## src/rtl/lebu_pkg.sv

```systemverilog
package lebu_pkg;

  localparam int MAX_BINS = 64;
  localparam int NSLOTS   = 2 * MAX_BINS;
  localparam int SLOT_W   = $clog2(NSLOTS);
  localparam int CFG_W    = 17;
  localparam int BPS_W    = 7;
  localparam int COORD_W  = 18;
  localparam int CENTRE_W = 24;
  localparam int NUM_W    = 19;
  localparam int DEN_W    = 18;
  localparam int CNT_W    = $clog2(NUM_W + 1);

  // Input item kinds
  localparam logic [1:0] KIND_POINT = 2'd0;
  localparam logic [1:0] KIND_READ  = 2'd1;
  localparam logic [1:0] KIND_CLEAR = 2'd2;

  // Register indexes
  localparam logic [1:0] CFG_HALF_LENGTH   = 2'd0;
  localparam logic [1:0] CFG_BIN_WIDTH     = 2'd1;
  localparam logic [1:0] CFG_BINS_PER_SIDE = 2'd2;
  localparam logic [1:0] CFG_EDGE_WIDTH    = 2'd3;

  typedef enum logic [1:0] {OP_POINT, OP_READ, OP_CLEAR} op_t;

  // One queued command from front to back
  typedef struct packed {
    op_t                        op;
    logic signed [COORD_W-1:0]  x;
    logic                       neg;
    logic [NUM_W-1:0]           num;
    logic [SLOT_W-1:0]          bin_index;
  } cmd_t;

  typedef struct packed {
    logic [CFG_W-1:0] half_length;
    logic [CFG_W-1:0] bin_width;
    logic [BPS_W-1:0] bins_per_side;
    logic [CFG_W-1:0] edge_width;
  } cfg_t;

  // Bins per side limited to the storage
  function automatic logic [BPS_W-1:0] eff_bps(input logic [BPS_W-1:0] bps);
    logic [BPS_W-1:0] lim;
    lim = BPS_W'(MAX_BINS);
    return (bps > lim) ? lim : bps;
  endfunction

endpackage

```

## src/rtl/lebu_queue.sv

```systemverilog
module lebu_queue (
  input  logic           clk,
  input  logic           rst,
  input  logic           push,
  input  lebu_pkg::cmd_t push_cmd,
  input  logic           pop,
  output logic           full,
  output logic           avail,
  output lebu_pkg::cmd_t head
);

  lebu_pkg::cmd_t slots [2];
  logic           wr_ptr;
  logic           rd_ptr;
  logic [1:0]     count;

  assign full  = (count == 2'd2);
  assign avail = (count != 2'd0);
  assign head  = slots[rd_ptr];

  // Two-entry ring
  always_ff @(posedge clk) begin
    if (rst) begin
      wr_ptr <= 1'b0;
      rd_ptr <= 1'b0;
      count  <= 2'd0;
    end else begin
      if (push) wr_ptr <= !wr_ptr;
      if (pop)  rd_ptr <= !rd_ptr;
      count <= count + 2'(push) - 2'(pop);
    end
  end

  always_ff @(posedge clk) begin
    if (push) slots[wr_ptr] <= push_cmd;
  end

endmodule

```

## config.mk

```make
export PLATFORM = sky130hd
export DESIGN_NAME = lebu_queue
export DESIGN_NICKNAME = d
export VERILOG_FILES = /design/src/rtl/lebu_pkg.sv /design/src/rtl/lebu_queue.sv
export SDC_FILE = /design/constraint.sdc
export NUM_CORES = 1
export LEC_CHECK = 0
export CAP_MARGIN = 20
export CORE_UTILIZATION = 55
export CTS_CLUSTER_DIAMETER = 150
export DETAILED_ROUTE_END_ITERATION = 16
export DONT_BUFFER_PORTS = 1
export HOLD_SLACK_MARGIN = 0.05
export PLACE_DENSITY_LB_ADDON = 0.15
export SKIP_CTS_REPAIR_TIMING = 1
export SYNTH_ARGS = -nofsm -noshare
export SYNTH_HDL_FRONTEND = slang
export SYNTH_SLANG_ARGS = --single-unit
```

## constraint.sdc

```tcl
create_clock -name clk -period 3.5 [get_ports clk]
set_clock_uncertainty 0.2 [all_clocks]
set_input_delay 1.05 -clock clk [delete_from_list [all_inputs] [get_ports clk]]
set_output_delay 1.05 -clock clk [all_outputs]
set_load 0.05 [all_outputs]
```

; ---- After elaboration in Yosys (flattened, before gate mapping)
; Memory sizes are Yosys's and may differ from the RTL's. A register that Yosys moved wholly into a read port is not among the register bits.
; Index checks and enable logic that the tools add are counted.
[word_totals]
inputBits = 51
mem_bits_rw = 94
memories = 1
ff_bits = 4
out_inout_bits = 49
word_cells = 14
[classes]
mux = 4
n_eq_ne = 1
n_addsub = 2
reduce_logical = 3
[memory_table]
columns = name, depth, word_bits, rd, rd_clocked_by_memory_dff, write_ports, line
row1 = slots, 2, 47, 1, 1, 1, lebu_queue.sv:12  ; lebu_pkg::cmd_t slots [2];
[op_table]
columns = operator, count
row1 = $mux 1, 4
row2 = $add 2x1->2, 1
row3 = $eq 2x2->1 const B, 1
row4 = $logic_not 1->1, 2
row5 = $reduce_bool 2->1, 1
row6 = $sub 2x1->2, 1

; ---- Longest topological paths before layout
[logic_depth]
word_depth = 3
depth_mapped = 6
ltp_nobuf = 6

; ---- Worst setup path after synthesis
; Ideal clock, no wire load.
[synth_timing]
path_type = input to register
from = input push
to = memory slots[0][0] (netlist name) (enable)
arrival_time_ns = 3.138
setup_slack_ns = -0.296
required_ns = 2.843
path_buffers = 0
path_stages = 1
setup_time_ns = 0.457
path_cell_list = nor2b_1
[synth_via]
elab_chain_cells = 2
[synth_rtl]
columns = element, line
row1 = start: declaration, lebu_queue.sv:4  ; input logic push,
row2 = $mux 1, lebu_queue.sv:35  ; if (push) slots[wr_ptr] <= push_cmd;
row3 = $mux 1 (implied by the code), lebu_queue.sv:35
row4 = end: declaration, lebu_queue.sv:12
; No other way between the ends.

==> run summary <==
• **max-slew violation count** 0
• **maximum number of pins on one net before global-route repair** 28
• **standard cell area after detailed placement** 3860 sq um
• **failing checks** design-rule violations
• **most common cell after layout, fill and taps aside** edfxtp_1
• **non-filler instance count after layout** 260
• **synthesized cell area** 3730 sq um
• **Rows** 29
• **wire length per cell** 20.0 um
• **sequence of cells on the critical path** buf_4 -> mux2_2
• **worst-case setup slack after placement** 1.03 ns
• **RSZ-0062 raised after global routing** no
• **starting utilization of the core area** 57.8%
• **share of post-route cells with drive strength above 1** 39.3%
• **CTS HTree Levels** 3
• **Post-Route Hold Slack** 0.356 ns
• **synthesized area per cell** 22.4 sq um
• **Hold Fails Final Rpt** 0
• **cells after synthesis** 167
• **relative contribution of the clock network to total power** 29.4%
• **TritonCTS clock tree** yes
• **part of the power in registers** 53.1%
• **Die X** 84.4 um
• **post-detailed-routing wire length** 5210 um
• **GRT Util Overall** 15.7%
• **number of filler cells placed in the layout** 438
• **worst min path class** reg -> reg
• **result of the run** complete, but fails checks
• **initial detailed-routing violation count** 79
• **global-route wire length before repair** 8000 um
• **Tot Pwr** 2.64 mW
• **number of placed cells counting well taps** 244
• **internal portion of total power** 1.92 mW
• **First-pass DRT Iterations** 12
• **highest-count cells in the layout ignoring fill and taps** edfxtp_1 (94), mux2_4 (30), mux2_2 (17)
• **antenna violations before repair** 0
• **max-capacitance violation count** 0
• **post-synthesis sequential area ratio** 78.3%
• **setup TNS** 0 ns
• **Final setup violation count** 0
• **DIE HEIGHT** 84.4 um
• **final estimated routing congestion in global placement** 0.686
• **count of boundary I/O pins** 100
• **Final Cell Area** 4090 sq um
• **antenna-violating nets left** 0
• **clock sink count** 99
• **Via density** 5.59
• **Core Box Area** 6460 sq um
• **Comb pwr share** 17.4%
• **Worst Path Arrival** 1.54 ns
• **clock-pin slew on the worst setup and hold paths** 0.09 ns
• **diode insertion count for antenna repair** 0
• **#FFs+latches synth** 99
• **CP Class** reg -> out
• **final net count** 231
• **register area** 2920 sq um
• **Post-Syn Nets** 220
• **via count** 1453
• **die footprint** 7120 sq um
• **final worst slack** 0.711 ns
• **tightest slew margin relative to the limit** 51.6%
• **maximum frequency from static timing analysis** 359 MHz
• **largest voltage drop on the vdd net** 375 uV
• **leak pwr** 1.43 nW
• **number of unique standard cell types used by synthesis** 14
• **power density over the cells** 646 nW/um^2
• **Data required, critical path** 2.25 ns
• **capturing element type of the critical path** output port
• **final core occ** 63.3%
• **overall overflow remaining after global route** 0
• **Yosys Warn Count** 0
• **clock network latency to the later pin of the worst-skew pair** 0.34 ns
• **clock buffer depth** 2
• **DP HPWL** 3630 um
• **Port Buffers** 0
• **cell at the root of the clock tree** clkbuf_8
• **number of buffers added by the clock tree synthesis step** 9
• **critical path's largest stage delay** 0.51 ns
• **pin slew with the least headroom to its limit** 0.725 ns
• **final worst path period need** 2.79 ns
• **growth of design area from synthesis to finish** 9.48%
• **multi-input combinational cell area** 762 sq um
• **Switching Share** 27.4%
• **DR DRC count** 7
• **CP max-delay cell** mux2_2
• **sw power** 0.723 mW
• **type of element launching the critical path** flip-flop
• **final worst path period share** 79.7%
• **CP max FO** 21
• **vias in the first global route** 1564
-- path summary, 6_finish.rpt --
check / cells past startpoint / end / slack (ns) / start
worst max-delay path: 2 / head[11] / 0.71 / flip-flop
worst min-delay path: 2 / flip-flop / 0.36 / rd_ptr
worst max register to register: 2 / slots[0][39] / 1.78 / wr_ptr
worst min register to register: 2 / flip-flop / 0.36 / rd_ptr
-- registers in the layout (all words and copies together), names as in the netlist, named ones only --
signal and count:
slots 94, rd_ptr 1, wr_ptr 1, count 2
-- synthesized netlist by cell type --
master    count  area, sq um
buf_6         4         45.0
xnor3_1       1         22.5
nor2b_1       3         18.8
nor2_1        4         15.0
buf_2         1         5.00
edfxtp_1     94         2820
dfxtp_1       5          100
inv_1         2         7.51
or2_2         1         6.26
and2_1        1         6.26
mux2_4       30          450
xnor2_1       2         17.5
ha_1          2         25.0
mux2_2       17          191
-- per-layer routing --
metal | track usage [%] | routed length (um)
met1 | 16.3 | 1900
met2 | 26.2 | 2630
met3 | 7.18 | 538
met4 | 9.09 | 143
met5 | 0 | 0
-- power groups by stage --
stage                     Sequential [mW]  Combinational [mW]  Clock (mW)
after CTS                            1.40               0.466       0.795
after floorplan                      1.42               0.423           0
after global placement               1.43               0.457           0
after detailed placement             1.43               0.465           0
final                                1.40               0.459       0.777
after global routing                 1.41               0.478       0.837
-- cells by family (layout without fill, tap and decap cells) --
group         count (synthesis)  in the layout  share of synthesized area [%]
flops                        99             99                           78.3
mux                          47             47                           17.2
simple gates                  9              9                           1.24
buf+inv                       7             23                           1.54
xor+xnor                      3              3                           1.07
fa+ha+maj                     2              2                          0.670
-- final cells by class --
cell class / instances / area share [%]
clock buffer: 9 / 3.03
clock inverter: 7 / 2.42
inverter: 2 / 0.184
multi-input combinational: 61 / 18.6
sequential: 99 / 71.5
tap: 77 / 2.36
timing repair buffer: 5 / 1.84
-- critical path, delay by kind of cell, from the launching register on --
| family | cells | cell delay (ns) |
|---|---|---|
| multiplexers | 1 | 0.51 |
| flip-flops | 1 | 0.36 |
| buffers and inverters | 1 | 0.32 |
Note: power is estimated with default switching activity, not from simulation.
