--- config.mk ---
export PLATFORM = sky130hd
export DESIGN_NAME = lebu_front_flat
export DESIGN_NICKNAME = d
export VERILOG_FILES = /design/src/rtl/lebu_pkg.sv /design/src/rtl/lebu_if.sv /design/src/rtl/lebu_front.sv /design/src/flat_wrapper.sv
export SDC_FILE = /design/constraint.sdc
export NUM_CORES = 1
export LEC_CHECK = 0
export BUFFER_PORTS_ARGS = -buffer_cell sky130_fd_sc_hd__buf_2
export CAP_MARGIN = 20
export CORE_ASPECT_RATIO = 1.25
export CORE_MARGIN = 4
export CORE_UTILIZATION = 43
export DETAILED_ROUTE_END_ITERATION = 8
export GPL_TIMING_DRIVEN = 0
export PLACE_DENSITY = 0.83
export SETUP_SLACK_MARGIN = 0.15
export SLEW_MARGIN = 20
export SYNTH_ARGS = -nofsm -noshare
export SYNTH_HDL_FRONTEND = slang
export SYNTH_SLANG_ARGS = --single-unit
--- constraint.sdc ---
create_clock -name vclk -period 6.9
set_clock_uncertainty 0.05 [all_clocks]
set_input_delay 0 -clock vclk [all_inputs]
set_output_delay 0 -clock vclk [all_outputs]
set_load 0.02 [all_outputs]
--- src/rtl/lebu_pkg.sv ---
package lebu_pkg;

  localparam int MAX_BINS = 64;
  localparam int NSLOTS   = 2 * MAX_BINS;
  localparam int SLOT_W   = $clog2(NSLOTS);
  localparam int CFG_W    = 17;
  localparam int BPS_W    = 7;
  localparam int COORD_W  = 18;
  localparam int CENTRE_W = 24;
  localparam int NUM_W    = 19;
  localparam int DEN_W    = 18;
  localparam int CNT_W    = $clog2(NUM_W + 1);

  // Input item kinds
  localparam logic [1:0] KIND_POINT = 2'd0;
  localparam logic [1:0] KIND_READ  = 2'd1;
  localparam logic [1:0] KIND_CLEAR = 2'd2;

  // Register indexes
  localparam logic [1:0] CFG_HALF_LENGTH   = 2'd0;
  localparam logic [1:0] CFG_BIN_WIDTH     = 2'd1;
  localparam logic [1:0] CFG_BINS_PER_SIDE = 2'd2;
  localparam logic [1:0] CFG_EDGE_WIDTH    = 2'd3;

  typedef enum logic [1:0] {OP_POINT, OP_READ, OP_CLEAR} op_t;

  // One queued command from front to back
  typedef struct packed {
    op_t                        op;
    logic signed [COORD_W-1:0]  x;
    logic                       neg;
    logic [NUM_W-1:0]           num;
    logic [SLOT_W-1:0]          bin_index;
  } cmd_t;

  typedef struct packed {
    logic [CFG_W-1:0] half_length;
    logic [CFG_W-1:0] bin_width;
    logic [BPS_W-1:0] bins_per_side;
    logic [CFG_W-1:0] edge_width;
  } cfg_t;

  // Bins per side limited to the storage
  function automatic logic [BPS_W-1:0] eff_bps(input logic [BPS_W-1:0] bps);
    logic [BPS_W-1:0] lim;
    lim = BPS_W'(MAX_BINS);
    return (bps > lim) ? lim : bps;
  endfunction

endpackage

--- src/rtl/lebu_if.sv ---
interface lebu_in_if;
  logic        valid;
  logic        ready;
  logic [1:0]  kind;
  logic signed [17:0] x;
  logic signed [17:0] y;
  logic [6:0]  bin_index;
  modport source(output valid, kind, x, y, bin_index, input ready);
  modport sink(input valid, kind, x, y, bin_index, output ready);
endinterface


--- src/rtl/lebu_front.sv ---
module lebu_front (
  lebu_in_if.sink          item_in,
  input  lebu_pkg::cfg_t   cfg,
  input  logic             full,
  output logic             push,
  output lebu_pkg::cmd_t   cmd
);

  logic [lebu_pkg::COORD_W-1:0] ay;
  logic                         keep;

  assign item_in.ready = !full;

  // Magnitude of y, used by the range check
  always_comb begin
    ay = item_in.y[17] ? lebu_pkg::COORD_W'(-item_in.y) : lebu_pkg::COORD_W'(item_in.y);
  end

  // Classify the item; dropped items are still accepted
  always_comb begin
    cmd.x         = item_in.x;
    cmd.neg       = item_in.y[17];
    cmd.num       = {ay, 1'b0} + lebu_pkg::NUM_W'(cfg.bin_width);
    cmd.bin_index = item_in.bin_index;
    cmd.op        = lebu_pkg::OP_POINT;
    keep          = 1'b0;
    unique case (item_in.kind)
      lebu_pkg::KIND_POINT: begin
        cmd.op = lebu_pkg::OP_POINT;
        keep   = (cfg.bins_per_side != '0) && (cfg.bin_width != '0) &&
                 (ay < {1'b0, cfg.half_length});
      end
      lebu_pkg::KIND_READ: begin
        cmd.op = lebu_pkg::OP_READ;
        keep   = 1'b1;
      end
      lebu_pkg::KIND_CLEAR: begin
        cmd.op = lebu_pkg::OP_CLEAR;
        keep   = 1'b1;
      end
      default: keep = 1'b0;
    endcase
  end

  assign push = item_in.valid && !full && keep;

endmodule

--- src/flat_wrapper.sv ---
// flat-port wrapper written by rule: the top's interface ports become plain ports
module lebu_front_flat 
  (cfg, full, push, cmd, item_in_valid, item_in_kind, item_in_x, item_in_y, item_in_bin_index, item_in_ready);
  lebu_in_if item_in_i ();
  input  lebu_pkg::cfg_t cfg;
  input  logic full;
  output logic push;
  output lebu_pkg::cmd_t cmd;
  input wire logic [$bits(item_in_i.valid)-1:0] item_in_valid;
  input wire logic [$bits(item_in_i.kind)-1:0] item_in_kind;
  input wire logic [$bits(item_in_i.x)-1:0] item_in_x;
  input wire logic [$bits(item_in_i.y)-1:0] item_in_y;
  input wire logic [$bits(item_in_i.bin_index)-1:0] item_in_bin_index;
  output wire logic [$bits(item_in_i.ready)-1:0] item_in_ready;
  assign item_in_i.valid = item_in_valid;
  assign item_in_i.kind = item_in_kind;
  assign item_in_i.x = item_in_x;
  assign item_in_i.y = item_in_y;
  assign item_in_i.bin_index = item_in_bin_index;
  assign item_in_ready = item_in_i.ready;
  lebu_front u_core (.item_in(item_in_i), .cfg(cfg), .full(full), .push(push), .cmd(cmd));
endmodule
-- Word level (Yosys, flattened, before mapping)
Index checks and enable logic that the tools add are counted.
- register bits: 0
- bits of input ports: 105
- output and inout port bits: 49
- logic and storage cells: 17
- add/sub/neg operators: 2
- $lt $le $gt $ge: 1
- eq/ne operators: 2
- multiplexer cells: 3
- reductions and logical operators: 9
- operators by type and width (operator ; count):
    19-bit by 17-bit adder with 19-bit output ; 1
    18-bit by 17-bit less-than comparator with 1-bit output ; 1
    18-bit two-way mux ; 1
    18-bit negator ; 1
    17-bit nonzero test ; 1
    7-bit nonzero test ; 1
    1-bit logical AND ; 4
    2-bit case mux with 2 select lines ; 1
    2-bit by 1-bit equality test with 1-bit output, second input constant ; 1
    2-bit equality test, second input constant ; 1
    2-bit zero test ; 1
    1-bit case mux with 2 select lines ; 1
    2-bit OR reduction ; 1
    1-bit zero test ; 1

-- Longest topological paths before layout
Gate-level depths: netlist (run 1).
- depth in word-level cells: 6
- gate-level depth with buffers: 13
- gate-level depth less buffers: 13

-- Least setup slack after synthesis (run 1)
Ideal clock, no wire load.
- path kind: input to output
- start point: input port item_in_y[5]
- end point: output port cmd[25] (netlist name)
- arrival time: 2688 ps
- data required time: 6850 ps
- path slack: 4162 ps
- cell stages on the path: 12
- path buffers: 0
- cell sequence: or4_4 nor3_2 nand2_1 o31ai_1 xnor2_1 ha_1 a21oi_1 a21oi_1 a2111oi_1 a21boi_1 o21ai_1 xnor2_1
- RTL lines (what ; line ; RTL):
    start, declared ; flat_wrapper.sv:12 ; input wire logic [$bits(item_in_i.y)-1:0] item_in_y;
    end, declared ; flat_wrapper.sv:8 ; output lebu_pkg::cmd_t cmd;

==> reports/results.ini, run 1 <==
[global_routing]
grt_pass1_wl_um=8114
antenna_found_initial=0
gr-total-overflow=0
grt_pass1_vias=2011
grt_usage=0.1789
grt_max_degree=11

[worst_setup_path]
startpoint_type=primary input
arrival_ps=3160
worstSetupEndpointType=primary output
critPathTopFamily=compound AO/OA/AOI/OAI gates
crit_fanout=5
slowest_stage=or4_4
cp_slowest_stage_delay_ps=550
path_cells=buf_2 -> or4_4 -> nor3_2 -> nand2_1 -> o31ai_1 -> xnor2_1 -> ha_1 -> a21oi_1 -> a21oi_1 -> a2111oi_1 -> a21boi_1 -> o21ai_1 -> xnor2_1 -> buf_2
crit_type=primary input to primary output
crit_buf_inv=2
required_ps=6850

[pwr]
cellLeakagePower_uw=0.001362
combPwrFrac=1.000
power_density_nw_per_um2=115.7
switching_share=0.5802
seqPwrFrac=0
switchingPower_uw=169.7
ir_drop_v=0.00005346
p_clk_frac=0
p_int_uw=122.8
power_uw=292.4

[clocking]
cts_resized=0
postCtsHoldBufs=0
cts_setup_buffers=0

[yosys]
syn_nets=397
synth_top_area_share=0.2434
synth_top_area_cell=ha_1
synth_cell_types=43
yosysSeqAreaShare=0
ys.warnings.count=0
netlist_area_sq_um=1902
synthTopCellsByArea=ha_1, xnor2_1, buf_4
syn_area_per_cell_sq_um=7.487
netlist_instances=254

[cells_and_area]
nClkBuffers=0
seq_cell_count=0
area_growth_syn_to_layout_pct=32.89
final_nets=510
drive_above_1_share=0.4055
regArea_sq_um=0
fill_cells=422
diodes=0

[drt]
ant_nets=0
first_iter_violations=53
viasPerCell=5.178
drc=0
dr.pass1.iters=4
wl_per_cell_um=12.50
vias=2180
wirelength_um=5261

[floorplan]
dieArea_sq_um=5558
num_io_pins=154
die_w_um=67.49
start_util=0.4532
core_sq_um=4197
die_h_um=82.36
floorplan.rows=26

[sta]
min_period_over_period=0.4654
slew_headroom=0.6813
worst_slew_pin_slew_ps=475.9
rsz0062_at_grt=no
maxSlewViolCount=0
min_period_ps=3211
hold_viol=0
setup_viol_count_final=0
fin_tns_setup_ps=0
fmax_mhz=311.4

[placed_design]
dp.final_hpwl_um=4952
gp_congestion=0.8552
port_buffers=111

[outcome]
outcome=finished, final reports clean

[worst_hold_path]
min_path_type=primary input to primary output

[job]
maxCapViolCount=0

layout by cell type, fill, tap and decap left out, types with 2 or more instances in the layout:
| cell | instances |
|---|---|
| buf_2 | 111 |
| ha_1 | 37 |
| inv_1 | 28 |
| xnor2_1 | 27 |
| buf_4 | 27 |
| a21oi_1 | 18 |
| nand2_1 | 13 |
| nor2_1 | 10 |
| o21ai_0 | 8 |
| o21ai_1 | 8 |
| a21o_1 | 7 |
| a211oi_1 | 6 |
| o31ai_1 | 5 |
| nand4_1 | 5 |
| nand3_1 | 5 |
| nand2b_1 | 4 |
| o21bai_1 | 4 |
| nor4_1 | 4 |
| or3_1 | 3 |
| xor2_1 | 3 |
| clkbuf_1 | 2 |
| o41ai_1 | 2 |
| nor3_2 | 2 |
| nor2b_1 | 2 |
| nor4_4 | 2 |
| nor3_1 | 2 |
| a21boi_1 | 2 |
| o21a_1 | 2 |
layer usage:
metal | part of all wire | GRT usage | vias to the layer above | wire [um]
met5 | 0 | 0 | - | 0
li1 | - | - | 1110 | -
met2 | 0.53 | 0.3603 | 93 | 2783
met1 | 0.37 | 0.2034 | 966 | 1941
met3 | 0.080 | 0.004060 | 11 | 419
met4 | 0.022 | 0.03651 | 0 | 116
power groups by stage:
stage / registers, uW / clock network [uW] / logic [uW]
floorplan: 0 / 0 / 204
global placement: 0 / 0 / 287
detailed placement: 0 / 0 / 294
CTS: 0 / 0 / 294
global route: 0 / 0 / 323
finish: 0 / 0 / 292
worst paths after layout:
path                  depth (start not counted)      end                 start  slack (ps)
worst max-delay path                         14  cmd[25]          item_in_y[5]        3690
worst min-delay path                          2   cmd[4]  item_in_bin_index[4]         170
synth_stat cells, types with 5 or more instances:
library cell  number
o21ai_0            8
o31ai_1            5
nand3_1            5
a21oi_1           18
ha_1              37
a211oi_1           6
nor2_1            10
a21o_1             7
o21ai_1            8
xnor2_1           27
buf_4             27
nand2_1           13
inv_1             28
nand4_1            5
kinds of logic after synthesis:
group | count (synthesis) | share of synthesized area
buffers and inverters | 57 | 0.1658
AOI/OAI and AO/OA | 70 | 0.2507
adders and majority gates | 38 | 0.2539
and+or+nand+nor | 59 | 0.1914
xor gates and xnor gates | 30 | 0.1382
stage by stage:
stage	utilization	hold WS, ps	instances	area [sq um]	worst slack (ps)
finish	0.6023	166.9	421	2527	3689
global route	0.6023	171.6	421	2527	3412
CTS	0.6023	168.2	421	2527	3714
detailed placement	0.6023	168.4	421	2527	3727
global placement	0.6023	168.9	421	2527	3772
floorplan	-	26.64	254	1902	4162
area by class of cell:
type	count	area [sq um]	area share
inverters	28	105.1	0.04158
plain buffers	29	210.2	0.08317
well taps	56	70.07	0.02772
repair buffers	111	555.5	0.2198
multi-input cells	197	1587	0.6277
No activity file was read; power rests on OpenSTA's default activity.
==> inputs of run 2 (changes only) <==
- CORE_UTILIZATION: 43 -> 42
- PLACE_DENSITY: 0.83 -> 0.82
- clock period: 6.9 -> 3.3 ns (I/O delays scaled with it)
==> reports/results.ini, run 2 (synthesis results as in run 1) <==
[pwr]
p_int_uw=260.1
power_density_nw_per_um2=243.7
combPwrFrac=1.000
ir_drop_v=0.0001082
switchingPower_uw=362.2
p_clk_frac=0
cellLeakagePower_uw=0.001367
seqPwrFrac=0
switching_share=0.5821

[cells_and_area]
layout_commonest_cell=buf_2
nClkBuffers=0
diodes=0
area_growth_syn_to_layout_pct=34.28
fin_util=0.5815
multi_input_comb_area_sq_um=1609
drive_above_1_share=0.4219
final_cell_mix=buf_2, ha_1, inv_1, xnor2_1, buf_4
layout.cells.non_filler=423
fill_cells=435
regArea_sq_um=0
seq_cell_count=0
final_nets=510

[drt]
wl_per_cell_um=12.88
wirelength_um=5450
vias=2204
wl_met3_um=443
wl_met1_um=2013
ant_nets=0
dr.pass1.iters=4
wl_met2_um=2861
first_iter_violations=58
viasPerCell=5.210
drc=0
dr.max_layer_used=met4

[sta]
slew_headroom=0.6896
rsz0062_at_grt=yes
fin_tns_setup_ps=0
maxSlewViolCount=0
worst_slew_pin_slew_ps=460.7
holdWs_ps=167.3
fmax_mhz=333.6
min_period_over_period=0.9084
hold_viol=0
min_period_ps=2998
setup_viol_count_final=0

[floorplan]
die_w_um=68.19
core_sq_um=4392
floorplan.rows=27
die_h_um=83.24
start_util=0.4330
dieArea_sq_um=5675
num_io_pins=154

[worst_setup_path]
crit_type=primary input to primary output
worstSetupEndpointType=primary output
arrival_ps=2950
crit_fanout=5
startpoint_type=primary input
required_ps=3250

[placed_design]
dp.cells=423
dp.final_hpwl_um=4951
port_buffers=111
gp_congestion=0.8925

[global_routing]
antenna_found_initial=0
gr-total-overflow=0
grt_usage=0.1814
grt_pass1_vias=2131
grt_pass1_wl_um=8590
grt_max_degree=11

[clocking]
cts_setup_buffers=0
postCtsHoldBufs=0

[worst_hold_path]
min_path_type=primary input to primary output

[job]
maxCapViolCount=0

[outcome]
outcome=finished, final reports clean

run 2: cell counts in the layout (fill, tap and decap cells not counted):
No cell type changed its count.
run 2: what timing repair did:
| action | in CTS | in global routing |
|---|---|---|
| gates resized for setup | 1 | 6 |
| gates cloned | 0 | 0 |
| pin swaps | 0 | 3 |
| endpoints found under the setup margin | 1 | 7 |
run 2: routing by layer:
metal / track usage / vias up
li1: - / 1113
met1: 0.2044 / 980
met2: 0.3518 / 101
met3: 0.009472 / 10
met4: 0.03978 / 0
met5: 0 / -
run 2: worst paths after layout:
kind / startpoint / end / slack (ps) / cells after the start
max: item_in_y[5] / cmd[25] / 300 / 14
min: item_in_x[15] / cmd[42] / 170 / 2
run 2: area by class of cell:
cell class                      count  area share
Inverter                           28     0.04116
Multi-Input combinational cell    197      0.6301
Timing Repair Buffer              111      0.2175
Tap cell                           58     0.02842
Buffer                             29     0.08280
run 2: per-stage QoR:
step	power (uW)	instance area, sq um	setup WS (ps)
after floorplan	426.9	1902	562.1
after global placement	601.5	2530	112.9
after detailed placement	613.3	2530	93.02
after CTS	616.7	2535	163.4
after global routing	686.5	2554	81.19
final	622.3	2554	302.4
run 2: power by group through the flow:
stage	clock network [uW]	logic [uW]	registers [uW]
2_1_floorplan	0	427	0
3_3_place_gp	0	602	0
3_5_place_dp	0	613	0
4_1_cts	0	617	0
5_1_grt	0	687	0
6_report	0	622	0
run 2: critical path, stage by stage:
cell       delay (ps)
buf_2             130
or4_4             560
nor3_2            150
nand2_1           110
o31ai_2           220
xnor2_1           190
ha_2              360
nand2_1            90
nor3b_1            70
a2111oi_2         450
a21boi_1          120
o21ai_1           160
xnor2_1           140
buf_2             190
==> inputs of run 3 (changes only) <==
- CORE_ASPECT_RATIO: 1.25 -> unset
==> reports/results.ini, run 3 (synthesis results as in run 1) <==
[outcome]
outcome=finished, final reports clean

[drt]
drc=0
dr.pass1.iters=4
viasPerCell=5.156
wl_per_cell_um=12.88
wirelength_um=5373
vias=2150
first_iter_violations=78
ant_nets=0

[floorplan]
die_w_um=75.29
num_io_pins=154
floorplan.rows=24
die_h_um=75.29
start_util=0.4368
dieArea_sq_um=5669
core_sq_um=4354

[global_routing]
gr-total-overflow=0
grt_pass1_wl_um=7948
grt_pass1_vias=1943
grt_usage=0.1704
grt_max_degree=11
antenna_found_initial=0

[sta]
worst_slew_pin_slew_ps=459.0
fmax_mhz=327.7
setup_viol_count_final=0
rsz0062_at_grt=yes
fin_tns_setup_ps=0
maxSlewViolCount=0
slew_headroom=0.6900
hold_viol=0
min_period_over_period=0.9248
min_period_ps=3052

[placed_design]
port_buffers=111
dp.cells=417
gp_congestion=0.8319
place_area_sq_um=2522
dp.final_hpwl_um=4860

[cells_and_area]
fin_util=0.5925
final_cell_mix=buf_2, ha_1, inv_1, buf_4, xnor2_1
regArea_sq_um=0
nClkBuffers=0
seq_cell_count=0
drive_above_1_share=0.4274
fill_cells=421
diodes=0
area_growth_syn_to_layout_pct=35.66
final_nets=510
fin_area_sq_um=2580
layout.cells.non_filler=417
layout_commonest_cell=buf_2
multi_input_comb_area_sq_um=1640

[job]
maxCapViolCount=0

[worst_setup_path]
crit_type=primary input to primary output
slowest_stage=or4_4
worstSetupEndpointType=primary output
startpoint_type=primary input
crit_fanout=5
path_cells=buf_2 -> or4_4 -> nor3_2 -> nand2_1 -> o31ai_2 -> xnor2_1 -> ha_2 -> a21oi_2 -> a21oi_1 -> a2111oi_2 -> a21boi_1 -> o21ai_1 -> xnor2_1 -> buf_2
cp_slowest_stage_delay_ps=560
arrival_ps=3000
required_ps=3250

[worst_hold_path]
min_path_type=primary input to primary output

[pwr]
power_density_nw_per_um2=242.5
ir_drop_v=0.00008779
power_uw=625.8
cellLeakagePower_uw=0.001379

run 3: cell type report:
| type | instances | area share |
|---|---|---|
| inverter | 28 | 0.04074 |
| timing repair buffer | 111 | 0.2163 |
| multi-input combinational | 197 | 0.6358 |
| tap | 52 | 0.02522 |
| buffer | 29 | 0.08196 |
run 3: what timing repair did:
action                                  in CTS  in global routing
buffers inserted                             0                  0
hold buffers                                 0                  0
gates resized for setup                      1                 10
endpoints found under the setup margin       1                  7
pin swaps                                    0                  2
run 3: power breakdown:
group / internal [uW] / switching, uW
logic: 265 / 361
clock network: 0 / 0
registers: 0 / 0
run 3: per-stage QoR:
stage | worst slack, ps | hold WS, ps
6_report | 248.3 | 167.3
5_1_grt | 90.66 | 172.7
4_1_cts | 213.7 | 168.7
3_5_place_dp | 135.2 | 168.9
3_3_place_gp | 149.3 | 169.0
2_1_floorplan | 562.1 | 26.64
run 3: worst paths after layout:
kind  cells past startpoint  slack (ps)                  from       to
max                      14         250          item_in_y[5]  cmd[25]
min                       2         170  item_in_bin_index[6]   cmd[6]
run 3: routing by layer:
| metal | part of all wire | vias up | GRT usage |
|---|---|---|---|
| met1 | 0.41 | 950 | 0.2145 |
| met4 | 0.0037 | 0 | 0.01553 |
| li1 | - | 1117 | - |
| met3 | 0.081 | 2 | 0.01055 |
| met5 | 0 | - | 0 |
| met2 | 0.51 | 81 | 0.3269 |
run 3: worst max-delay path, delay by kind of cell:
family | cells | cell delay (ps)
compound gates | 6 | 1170
xor+xnor | 2 | 330
fa+ha+maj | 1 | 360
buf+inv | 2 | 320
simple gates | 3 | 820
